**config.mk**
```make
export PLATFORM = sky130hd
export DESIGN_NAME = timestamp_sorted_record_table_flat
export DESIGN_NICKNAME = d
export VERILOG_FILES = /design/src/rtl/tsrt_pkg.sv /design/src/rtl/tsrt_stream_if.sv /design/src/rtl/timestamp_sorted_record_table.sv /design/src/flat_wrapper.sv
export VERILOG_INCLUDE_DIRS = /design/src /design/src/rtl
export SDC_FILE = /design/constraint.sdc
export NUM_CORES = 2
export LEC_CHECK = 0
export BUFFER_PORTS_ARGS = -buffer_cell sky130_fd_sc_hd__buf_4
export CORE_MARGIN = 4
export CORE_UTILIZATION = 25
export CTS_BUF_LIST = sky130_fd_sc_hd__clkbuf_8
export DETAILED_ROUTE_END_ITERATION = 10
export GPL_ROUTABILITY_DRIVEN = 1
export PLACE_DENSITY = 0.5
export REMOVE_ABC_BUFFERS = 1
export SLEW_MARGIN = 20
export SYNTH_ARGS = -nofsm -noshare
export SYNTH_HDL_FRONTEND = slang
export SYNTH_SLANG_ARGS = --single-unit
export TNS_END_PERCENT = 30
```
**constraint.sdc**
```tcl
create_clock -name clk -period 6.2 [get_ports clk]
set_clock_uncertainty 0.15 [all_clocks]
set_input_delay 1.24 -clock clk [delete_from_list [all_inputs] [get_ports clk]]
set_output_delay 1.24 -clock clk [all_outputs]
set_load 0.01 [all_outputs]
```
**src/rtl/timestamp_sorted_record_table_defines.svh**
```systemverilog
// assertion macros for the record table
`ifndef TIMESTAMP_SORTED_RECORD_TABLE_DEFINES_SVH
`define TIMESTAMP_SORTED_RECORD_TABLE_DEFINES_SVH

// implication checked on every clock edge outside reset
`define TSRT_ASSERT_IMP(label, clk, rst_n, ante, cons, msg) \
	label: assert property (@(posedge clk) disable iff (!rst_n) (ante) |-> (cons)) \
		else $error(msg);

// next-cycle implication checked outside reset
`define TSRT_ASSERT_NEXT(label, clk, rst_n, ante, cons, msg) \
	label: assert property (@(posedge clk) disable iff (!rst_n) (ante) |=> (cons)) \
		else $error(msg);

`endif

```
**src/rtl/tsrt_pkg.sv**
```systemverilog
package tsrt_pkg;

	localparam int DEF_TABLE_ENTRIES = 32;
	localparam int RESULT_LIMIT      = 32;

	typedef enum logic [1:0] {
		OP_INSERT = 2'd0,
		OP_QUERY  = 2'd1,
		OP_LOOKUP = 2'd2,
		OP_CLEAR  = 2'd3
	} op_t;

	typedef struct packed {
		logic [15:0] year;
		logic [7:0]  month;
		logic [7:0]  day;
		logic [7:0]  hour;
		logic [7:0]  minute;
		logic [15:0] temp;
	} rec_t;

	typedef struct packed {
		logic [1:0]  opcode;
		logic [15:0] key_year;
		logic [7:0]  key_month;
		logic [7:0]  key_day;
		logic [7:0]  key_hour;
		logic [7:0]  key_minute;
		logic [15:0] temp_tenths;
	} in_beat_t;

	typedef struct packed {
		logic        found;
		logic [15:0] rec_year;
		logic [7:0]  rec_month;
		logic [7:0]  rec_day;
		logic [7:0]  rec_hour;
		logic [7:0]  rec_minute;
		logic [15:0] rec_temp;
		logic        last;
	} out_beat_t;

	typedef enum logic [3:0] {
		ST_CLEAR,
		ST_IDLE,
		ST_RD,
		ST_EVAL,
		ST_SHIFT_RD,
		ST_SHIFT_WR,
		ST_PUT,
		ST_EMIT,
		ST_NONE,
		ST_WAIT
	} state_t;

	function automatic logic rec_empty(rec_t r);
		return r.year == 16'hffff || r.year == 16'h0000 || r.month == 8'hff ||
			r.month == 8'h00 || r.day == 8'hff || r.day == 8'h00 ||
			r.hour == 8'hff || r.minute == 8'hff;
	endfunction

endpackage

```
**src/rtl/tsrt_stream_if.sv**
```systemverilog
interface tsrt_stream_if #(parameter type payload_t = logic) ();
	logic     valid;
	logic     ready;
	payload_t payload;

	modport source (output valid, output payload, input ready);
	modport sink (input valid, input payload, output ready);
endinterface

```
**src/rtl/timestamp_sorted_record_table.sv**
```systemverilog
// channel | dir | payload
// in      | in  | in_beat_t: opcode, key fields, temp_tenths
// out     | out | out_beat_t: found, record fields, last
// one item at a time; the table sits in one memory, one read or write a cycle
// insert: scan the entries in order (read, evaluate), then shift entries one at a time (read, write), then write
// query and lookup: each entry walked is read, then evaluated; a match adds an emit step, the final beat none and wait
// clear and after reset: a clearing pass writes every entry, input held off
// a stalled output beat holds the walk at the next match until it is taken
`include "timestamp_sorted_record_table_defines.svh"

module timestamp_sorted_record_table
	import tsrt_pkg::*;
#(
	parameter int TABLE_ENTRIES = DEF_TABLE_ENTRIES
) (
	input  logic   clk,
	input  logic   arst_n,
	tsrt_stream_if.sink   in,
	tsrt_stream_if.source out
);

	localparam int AW = $clog2(TABLE_ENTRIES);
	localparam int CW = $clog2(RESULT_LIMIT + 1);
	localparam logic [AW-1:0] LAST_IDX = AW'(TABLE_ENTRIES - 1);

	rec_t mem [TABLE_ENTRIES];

	state_t    state_q, state_d;
	logic [AW-1:0] idx_q;      // scan / walk index
	logic [AW-1:0] dst_q;      // shift destination
	logic [AW-1:0] pos_q;      // slot that takes the new record
	logic          up_q;       // shift direction: toward the end is 0
	logic [CW-1:0] cnt_q;
	in_beat_t  req_q;
	rec_t      rd_s1;
	rec_t      prev_q;          // entry i held while i+1 is read
	logic      have_prev_q;
	rec_t      shift_q;
	rec_t      stg_q;           // latest match, sent once the next step is known
	out_beat_t obeat_q;
	logic      ovalid_q;

	logic        we;
	logic [AW-1:0] waddr;
	rec_t        wdata;
	logic        re;
	logic [AW-1:0] raddr;

	rec_t new_rec;
	assign new_rec = '{req_q.key_year, req_q.key_month, req_q.key_day,
		req_q.key_hour, req_q.key_minute, req_q.temp_tenths};
	logic [47:0] nkey, ekey, pkey;
	logic [31:0] nday, eday;
	assign nkey = new_rec[63:16];
	assign ekey = rd_s1[63:16];
	assign pkey = prev_q[63:16];
	assign nday = new_rec[63:32];
	assign eday = rd_s1[63:32];

	logic r_empty, idx_last, out_free;
	assign r_empty  = rec_empty(rd_s1);
	assign idx_last = idx_q == LAST_IDX;
	assign out_free = !ovalid_q || out.ready;

	// slot for a mid-table insert
	logic [AW-1:0] pos_sel;
	assign pos_sel = have_prev_q ? idx_q : '0;

	// next shift destination
	logic [AW-1:0] dst_nx;
	assign dst_nx = up_q ? dst_q + AW'(1) : dst_q - AW'(1);

	// query emit is last when the limit is hit or the walk ends
	logic emit_last;
	assign emit_last = (cnt_q == CW'(RESULT_LIMIT - 1)) || idx_last;

	// a match is staged at once; an earlier staged match needs the output free
	logic emit_go, beat_load;
	assign emit_go   = out_free || cnt_q == '0;
	assign beat_load = (state_q == ST_EMIT && emit_go && cnt_q != '0) ||
		(state_q == ST_NONE && out_free);

	// table memory
	always_ff @(posedge clk) begin
		if (we)
			mem[waddr] <= wdata;
		if (re)
			rd_s1 <= mem[raddr];
	end

	// eval decisions
	typedef enum logic [2:0] {
		EV_NEXT, EV_PUT, EV_SHIFT_DN, EV_SHIFT_UP, EV_EMIT, EV_DONE, EV_MISS
	} ev_t;
	ev_t ev;
	always_comb begin
		ev = EV_NEXT;
		case (op_t'(req_q.opcode))
			OP_INSERT: begin
				// entry idx is in rd_s1, prev is entry idx-1
				if (have_prev_q && nkey > pkey && nkey < ekey)
					ev = EV_SHIFT_DN;
				else if (r_empty || ekey == nkey)
					ev = EV_PUT;
				else if (!have_prev_q && nkey < ekey)
					ev = EV_SHIFT_DN;
				else if (idx_last)
					ev = EV_SHIFT_UP;
			end
			OP_QUERY: begin
				if (r_empty || eday > nday)
					ev = EV_DONE;
				else if (eday == nday)
					ev = EV_EMIT;
				else if (idx_last)
					ev = EV_DONE;
			end
			OP_LOOKUP: begin
				if (r_empty)
					ev = EV_MISS;
				else if (ekey == nkey)
					ev = EV_EMIT;
				else if (idx_last)
					ev = EV_MISS;
			end
			default: ev = EV_DONE;
		endcase
	end

	// next state
	always_comb begin
		state_d = state_q;
		case (state_q)
			ST_CLEAR:    if (idx_last) state_d = ST_IDLE;
			ST_IDLE:     if (in.valid) state_d = (op_t'(in.payload.opcode) == OP_CLEAR) ?
				ST_CLEAR : ST_RD;
			ST_RD:       state_d = ST_EVAL;
			ST_EVAL: begin
				case (ev)
					EV_NEXT:     state_d = ST_RD;
					EV_PUT:      state_d = ST_PUT;
					EV_SHIFT_DN: state_d = (pos_sel == LAST_IDX) ? ST_PUT : ST_SHIFT_RD;
					EV_SHIFT_UP: state_d = ST_SHIFT_RD;
					EV_EMIT:     state_d = ST_EMIT;
					EV_DONE:     state_d = ST_NONE;
					EV_MISS:     state_d = ST_NONE;
					default:     state_d = ST_IDLE;
				endcase
			end
			ST_SHIFT_RD: state_d = ST_SHIFT_WR;
			ST_SHIFT_WR: state_d = (dst_nx == pos_q) ? ST_PUT : ST_SHIFT_RD;
			ST_PUT:      state_d = ST_IDLE;
			ST_EMIT: begin
				if (emit_go) begin
					if (op_t'(req_q.opcode) == OP_LOOKUP || emit_last)
						state_d = ST_NONE;
					else
						state_d = ST_RD;
				end
			end
			ST_NONE:     if (out_free) state_d = ST_WAIT;
			ST_WAIT:     if (!ovalid_q || out.ready) state_d = ST_IDLE;
			default:     state_d = ST_IDLE;
		endcase
	end

	// memory port control
	always_comb begin
		we    = 1'b0;
		waddr = idx_q;
		wdata = new_rec;
		re    = 1'b0;
		raddr = idx_q;
		case (state_q)
			ST_CLEAR: begin
				we    = 1'b1;
				wdata = '1;
			end
			ST_RD:   re = 1'b1;
			ST_SHIFT_RD: begin
				re    = 1'b1;
				raddr = dst_nx;
			end
			ST_SHIFT_WR: begin
				we    = 1'b1;
				waddr = dst_q;
				wdata = rd_s1;
			end
			ST_PUT: begin
				we    = 1'b1;
				waddr = pos_q;
			end
			default: ;
		endcase
	end

	// control registers
	always_ff @(posedge clk or negedge arst_n) begin
		if (!arst_n) begin
			state_q     <= ST_CLEAR;
			idx_q       <= '0;
			dst_q       <= '0;
			pos_q       <= '0;
			up_q        <= 1'b0;
			cnt_q       <= '0;
			have_prev_q <= 1'b0;
			ovalid_q    <= 1'b0;
		end else begin
			state_q <= state_d;
			if (beat_load)
				ovalid_q <= 1'b1;
			else if (out.ready)
				ovalid_q <= 1'b0;
			case (state_q)
				ST_CLEAR: idx_q <= idx_last ? '0 : idx_q + AW'(1);
				ST_IDLE: begin
					idx_q       <= '0;
					cnt_q       <= '0;
					have_prev_q <= 1'b0;
				end
				ST_EVAL: begin
					case (ev)
						EV_NEXT: begin
							idx_q       <= idx_q + AW'(1);
							have_prev_q <= 1'b1;
						end
						EV_PUT: pos_q <= idx_q;
						EV_SHIFT_DN: begin
							pos_q <= pos_sel;
							dst_q <= LAST_IDX;
							up_q  <= 1'b0;
						end
						EV_SHIFT_UP: begin
							pos_q <= LAST_IDX;
							dst_q <= '0;
							up_q  <= 1'b1;
						end
						default: ;
					endcase
				end
				ST_SHIFT_WR: dst_q <= dst_nx;
				ST_EMIT: begin
					if (emit_go) begin
						cnt_q       <= cnt_q + CW'(1);
						idx_q       <= idx_q + AW'(1);
						have_prev_q <= 1'b1;
					end
				end
				default: ;
			endcase
		end
	end

	// payload registers
	always_ff @(posedge clk) begin
		if (state_q == ST_IDLE && in.valid)
			req_q <= in.payload;
		if (state_q == ST_EVAL)
			prev_q <= rd_s1;
		if (state_q == ST_EMIT && emit_go)
			stg_q <= rd_s1;
		// an earlier match goes out once another one follows
		if (state_q == ST_EMIT && emit_go && cnt_q != '0)
			obeat_q <= '{1'b1, stg_q.year, stg_q.month, stg_q.day, stg_q.hour,
				stg_q.minute, stg_q.temp, 1'b0};
		// final beat: the staged match, or no match at all
		if (state_q == ST_NONE && out_free) begin
			if (cnt_q == '0)
				obeat_q <= '{1'b0, 16'h0, 8'h0, 8'h0, 8'h0, 8'h0, 16'h0, 1'b1};
			else
				obeat_q <= '{1'b1, stg_q.year, stg_q.month, stg_q.day, stg_q.hour,
					stg_q.minute, stg_q.temp, 1'b1};
		end
	end

	// handshake outputs
	assign in.ready    = state_q == ST_IDLE;
	assign out.valid   = ovalid_q;
	assign out.payload = obeat_q;

	`TSRT_ASSERT_IMP(a_ready_idle, clk, arst_n, in.ready, !ovalid_q || state_q == ST_IDLE,
		"ready outside idle")
	`TSRT_ASSERT_IMP(a_cnt_limit, clk, arst_n, 1'b1, cnt_q <= CW'(RESULT_LIMIT),
		"result count over limit")
	`TSRT_ASSERT_NEXT(a_stall_hold, clk, arst_n, out.valid && !out.ready,
		out.valid, "beat dropped while stalled")
	`TSRT_ASSERT_NEXT(a_stall_stable, clk, arst_n, out.valid && !out.ready,
		$stable(out.payload), "beat changed while stalled")
	`TSRT_ASSERT_IMP(a_no_write_busy, clk, arst_n, state_q == ST_EMIT, !we,
		"write during emit")

endmodule

```
**src/flat_wrapper.sv**
```systemverilog
// flat-port wrapper written by rule: the top's interface ports become plain ports
module timestamp_sorted_record_table_flat import tsrt_pkg::*;
#(
	parameter int TABLE_ENTRIES = DEF_TABLE_ENTRIES
)
  (clk, arst_n, in_valid, in_payload, in_ready, out_valid, out_payload, out_ready);
  tsrt_stream_if #(.payload_t(in_beat_t)) in_i ();
  tsrt_stream_if #(.payload_t(out_beat_t)) out_i ();
  input  logic clk;
  input  logic arst_n;
  input wire logic [$bits(in_i.valid)-1:0] in_valid;
  input wire logic [$bits(in_i.payload)-1:0] in_payload;
  output wire logic [$bits(in_i.ready)-1:0] in_ready;
  output wire logic [$bits(out_i.valid)-1:0] out_valid;
  output wire logic [$bits(out_i.payload)-1:0] out_payload;
  input wire logic [$bits(out_i.ready)-1:0] out_ready;
  assign in_i.valid = in_valid;
  assign in_i.payload = in_payload;
  assign in_ready = in_i.ready;
  assign out_valid = out_i.valid;
  assign out_payload = out_i.payload;
  assign out_i.ready = out_ready;
  timestamp_sorted_record_table #(.TABLE_ENTRIES(TABLE_ENTRIES)) u_core (.clk(clk), .arst_n(arst_n), .in(in_i), .out(out_i));
endmodule
```
# == Word-level counts from Yosys, hierarchy flattened ==
# Memory sizes are Yosys's and may differ from the RTL's. A register that Yosys moved wholly into a read port is not among the register bits.
# Index checks and enable logic that the tools add are counted.
# totals
wordCells,176
latch_bits,0
mem_bits_rw,2048
register_bits,272
in_bits,70
rom_bits,0
n_memories,1
output_inout_bits,68
# op_classes
add_sub_neg,4
n_lt_le_gt_ge,3
div_mod_pow,0
n_shift,0
n_mux,49
n_eq_ne,36
n_mul,0
reduce_logical,49
bitwise,0
# mem_list
memory,words,word_bits,read_ports,rd_ports_with_merged_regs,wr,line,text
u_core.mem,32,64,1,1,1,timestamp_sorted_record_table.sv:26,rec_t mem [TABLE_ENTRIES];
# ops
op,count
$mux 66,3
$pmux 64 s2,1
$eq 48x48->1,1
$gt 48x48->1,1
$lt 48x48->1,1
$pmux 4 s9,1
$eq 32x32->1,1
$eq 8x8->1 const B,4
$gt 32x32->1,1
$mux 5,6
$pmux 5 s2,3
$mux 3,9
$mux 4,6
$pmux 4 s6,1
$pmux 5 s4,1
$eq 16x16->1 const B,1
$eq 4x3->1 const B,4
$logic_not 16->1,1
$logic_not 8->1,2
$pmux 5 s3,1
$logic_or 1x1->1,14
$pmux 6 s2,1
$add 5x1->5 const B,2
$eq 5x5->1 const B,2
36 further kinds,73

# == Depth between registers and ports, before layout ==
# depth
ltp_word,16
depth_mapped,13
depth_no_buf,12

# == Worst setup path after synthesis ==
# Ideal clock, no wire load.
# synth_path
path_kind,reg-to-reg
from,reg u_core.state_q[1]
to,reg u_core.eday[0] (netlist name)
slack_ns,0.402
n_path_buf,1
required_time_ns,5.485
stages_incl_launch_ff,4
arrival_time_ns,5.083
synth_period_minus_slack_ns,5.798
setup_ns,0.565
path_cell_list,dfrtp_1 > buf_1 > xnor2_1 > nor3_1
# synth_between
elab_chain_cells,3
elab_cells_between_ends,5
classes_between,eq/ne: 2; mux: 2; reduce/logical: 1
# synth_lines
item,line,text
start: declaration,timestamp_sorted_record_table.sv:28,"state_t state_q, state_d;"
start signal: assignment,timestamp_sorted_record_table.sv:209,state_q <= state_d;
$eq 4x2->1 / $eq 4x3->1 (equally long branches),timestamp_sorted_record_table.sv:174,case (state_q)
$reduce_or 2->1 (no line) *,-,
$mux 1 *,timestamp_sorted_record_table.sv:174,
named net u_core.re,timestamp_sorted_record_table.sv:46,logic re;
# Mark *: on every way through the listed nets, which the timed path passes. The rest lies on a longest branch.
# A chain may end at the register's enable or synchronous reset.

# == Final worst setup path ==
# layout_path
from,reg u_core.state_q[2]
to,reg u_core.eday[17] (netlist name)
# layout_between
elab_chain_cells,3
elab_cells_between_ends,5
classes_between,eq/ne: 2; mux: 2; reduce/logical: 1
# layout_lines
item,line
$eq 4x2->1 / $eq 4x3->1 (equally long branches),timestamp_sorted_record_table.sv:174
$reduce_or 2->1 (no line),-
$mux 1,timestamp_sorted_record_table.sv:174
# Parallel ways exist; a longest one is shown, timed or not.

==> key figures <==
Power
  • Pwr Total: 54600 uW
  • Leakage: 0.0359 uW
  • Max VDD drop: 0.000424 V
  • PwrDens: 494 mW/mm2

Clocking
  • Root buf cell: clkbuf_8
  • Sinks on Clock Net: 2384
  • Setup Buffers After CTS: 0
  • Hold_buf cts: 1
  • Worst-case clock buffer depth: 4
  • Depth of the CTS H-tree: 5
  • Skew-Pair Late Insertion Delay: 1050 ps
  • CTS tree: done
  • Post-CTS sizing: 0
  • CTS buffer count: 407
  • Clk slew on worst S/H paths: 60 ps

Yosys
  • Ys async rst share: 0.0117
  • Most frequent cell after synthesis: edfxtp_1
  • Synth warn: 0
  • Synth top area share: 0.752
  • Most instantiated cells after synthesis: edfxtp_1, nand2_1, mux4_2, nand3_1, inv_1
  • Synthesized area: 0.0941 mm2
  • Compound-Gate Fraction of Synth Area: 0.0197
  • Seq cells post-synth: 2384
  • Mean post-synth cell area: 18.6 um2
  • Largest area contributor in the netlist: edfxtp_1
  • Main area contributors after synthesis: edfxtp_1, mux4_2, nand2_1, nand3_1, ha_1
  • Xor/xnor share of the synthesized area: 0.00102
  • Adder-Cell Fraction of Synth Area: 0.0182
  • Post-synth top flop: edfxtp_1
  • Post-Synth Simple-Gate Area: 0.0626
  • Yosys cell types: 61
  • Largest family of logic cells by synthesized area: multiplexers
  • Mapped Cells: 5065
  • Post-synth EDFFs: 2356
  • Sequential cell area fraction in the yosys report: 0.759
  • Post-synthesis mux area share: 0.123

Die
  • FP Rows: 225
  • Die W: 621 um
  • Initial Util: 0.251
  • Core area: 0.375 mm2
  • Full die area: 0.386 mm2
  • Die H: 621 um
  • # IOs: 138

Route
  • Routed met3 length: 16000 um
  • Antenna-violating nets left: 0
  • Wire per inst: 26.3 um
  • Routed WL: 287000 um
  • DRT iter0 DRCs: 5358
  • Pre-antenna DRT Iters: 5
  • Via count: 50500
  • Vias per inst: 4.62
  • Met2 routed WL: 140000 um
  • DRC viols: 0
  • DRT met1 WL: 123000 um
  • Highest metal layer with signal wires: met5

Status
  • Status: complete, no violations

Placement
  • DP Wirelength: 156000 um
  • Port buffer count: 137
  • Gpl congestion: 0.778
  • Pre-CTS WS: 1520 ps
  • Dpl cells: 10100

Critical path
  • R2R depth: 9
  • Crit-path max FO: 51
  • Type of the worst setup path: reg2reg
  • CP Capture Type: flop
  • CP startpoint kind: flop
  • FF-to-FF End: u_core.eday[17]
  • CP Data Required Time: 6740 ps
  • Worst EP arrival: 5200 ps
  • FF-to-FF setup slack: 1530 ps
  • CP endpoint: u_core.eday[17]
  • RR Startpoint: u_core.state_q[2]
  • Critical path origin: u_core.state_q[2]

Cells and area
  • Area of the multi-input gates: 0.0216 mm2
  • Fill count: 36900
  • Post-layout util: 0.294
  • Layout cells sized above 1: 0.241
  • Storage cell area: 0.0714 mm2
  • Area delta synth->final: 17.4%
  • Final-stage net count: 5767
  • Non-Filler Instances: 10900

STA
  • Setup TNS: 0 ps
  • Tcrit/Tclk final: 0.752
  • Slew HR: 0.231
  • Least-Margin Pin Slew: 1150 ps
  • Unrepaired setup endpoints after global routing: no
  • Max Slew Vio Count: 0
  • Minimum clock period: 4670 ps
  • Max Freq: 0.214 GHz
  • Final number of hold-violating endpoints: 0
  • Worst setup margin: 1530 ps
  • Setup-failing EPs final: 0

Global route
  • Vias in the first global route: 52700
  • Largest net degree at the start of global routing: 99
  • Remaining Overflow, GRT: 0
  • Total Routing Usage GR: 0.144
  • First-pass GRT wire length: 403000 um
  • Initial antenna violation count: 16

Min path
  • Hold depth: 1
  • Hold crit path type: in2reg

Job
  • Number of max-cap violations: 0
==> critical path: stages (launching register included) <==
cell,delay [ps]
dfrtp_1,540
nor2b_1,340
nand2_1,500
o21ai_4,640
buf_4,760
mux4_2,350
nand2_1,60
nand3_1,110
nand2_1,100
o21ai_0,700
==> flip-flops by register name (all words and copies together) (netlist names) <==
name                flops
u_core.pkey            48
u_core.req_q            2
u_core.eday            32
u_core.up_q             1
u_core.mem           2048
u_core.new_rec         32
u_core.state_q          4
u_core.out.payload     66
u_core.idx_q            5
u_core.pos_q            5
u_core.ekey            16
u_core.dst_q            5
u_core.nday            32
u_core.rd_s1           16
u_core.out.valid        1
u_core.cnt_q            6
u_core.have_prev_q      1
u_core.stg_q           64
==> stage by stage <==
stage / hold slack (ps) / cell area, um2
after global routing: 124 / 110000
after floorplan: 276 / 93100
after global placement: 345 / 103000
after CTS: 61.0 / 110000
final: 211 / 110000
after detailed placement: 326 / 103000
==> cell type report <==
type                    instances  area share
well taps                    4994      0.0566
flip-flops and latches       2384       0.647
clock inverters               333      0.0166
inverters                     143     0.00490
multi-input cells            2291       0.195
diodes                         25    0.000566
repair buffers                334      0.0279
clock buffers                 412      0.0513
==> power by group <==
group	switching [uW]	leakage (uW)	internal, uW	total, uW
Sequential	922	0.0214	22100	23100
Combinational	11700	0.0103	6510	18200
Clock	6590	0.00428	6690	13300
==> cell usage in the layout (no fill, tap or decap), types with 5 or more instances in the layout <==
master / count
nand3_2: 14
a21o_1: 12
edfxtp_1: 2356
buf_12: 46
nor3_1: 11
and2_1: 6
a211oi_1: 8
nand2b_1: 6
clkinv_1: 114
clkinvlp_4: 13
bufinv_16: 11
nand4_1: 39
mux4_2: 512
o31ai_1: 7
inv_1: 264
a21oi_1: 64
dfrtp_1: 28
diode_2: 25
clkinv_2: 54
o21ai_0: 102
nor2b_1: 69
nor4_1: 10
nand2_1: 725
xnor2_1: 7
clkbuf_8: 412
inv_12: 5
buf_4: 287
a31oi_1: 7
and3_1: 6
o211ai_1: 52
a22oi_1: 9
and4_1: 5
clkinv_8: 6
nand3_1: 344
nor2_4: 33
ha_1: 135
nor2_1: 39
==> worst min-delay path by stage <==
stage,endpoint,start
final,u_core.new_rec[16],in_payload[16]
after global routing,u_core.new_rec[30],in_payload[30]
after CTS,u_core.nday[10],in_payload[42]
after detailed placement,u_core.stg_q[3],u_core.rd_s1[3]
after global placement,u_core.stg_q[5],u_core.rd_s1[5]
after floorplan,u_core.stg_q[0],u_core.rd_s1[0]
==> cells by family (layout without fill, tap and decap cells) <==
group                    Yosys count  after routing
buffers and inverters            390           1222
flip-flops                      2384           2384
AO/OA/AOI/OAI                    301            301
XOR/XNOR                          11             11
adder cells (fa/ha/maj)          136            136
AND/OR/NAND/NOR                 1327           1327
other                              0             25
multiplexers                     516            516
==> routing by layer <==
metal	global-route usage	up-vias
li1	-	21200
met1	0.193	27200
met2	0.241	1611
met3	0.0230	453
met4	0.0417	4
met5	0	-
(Power assumes the default switching activity.)
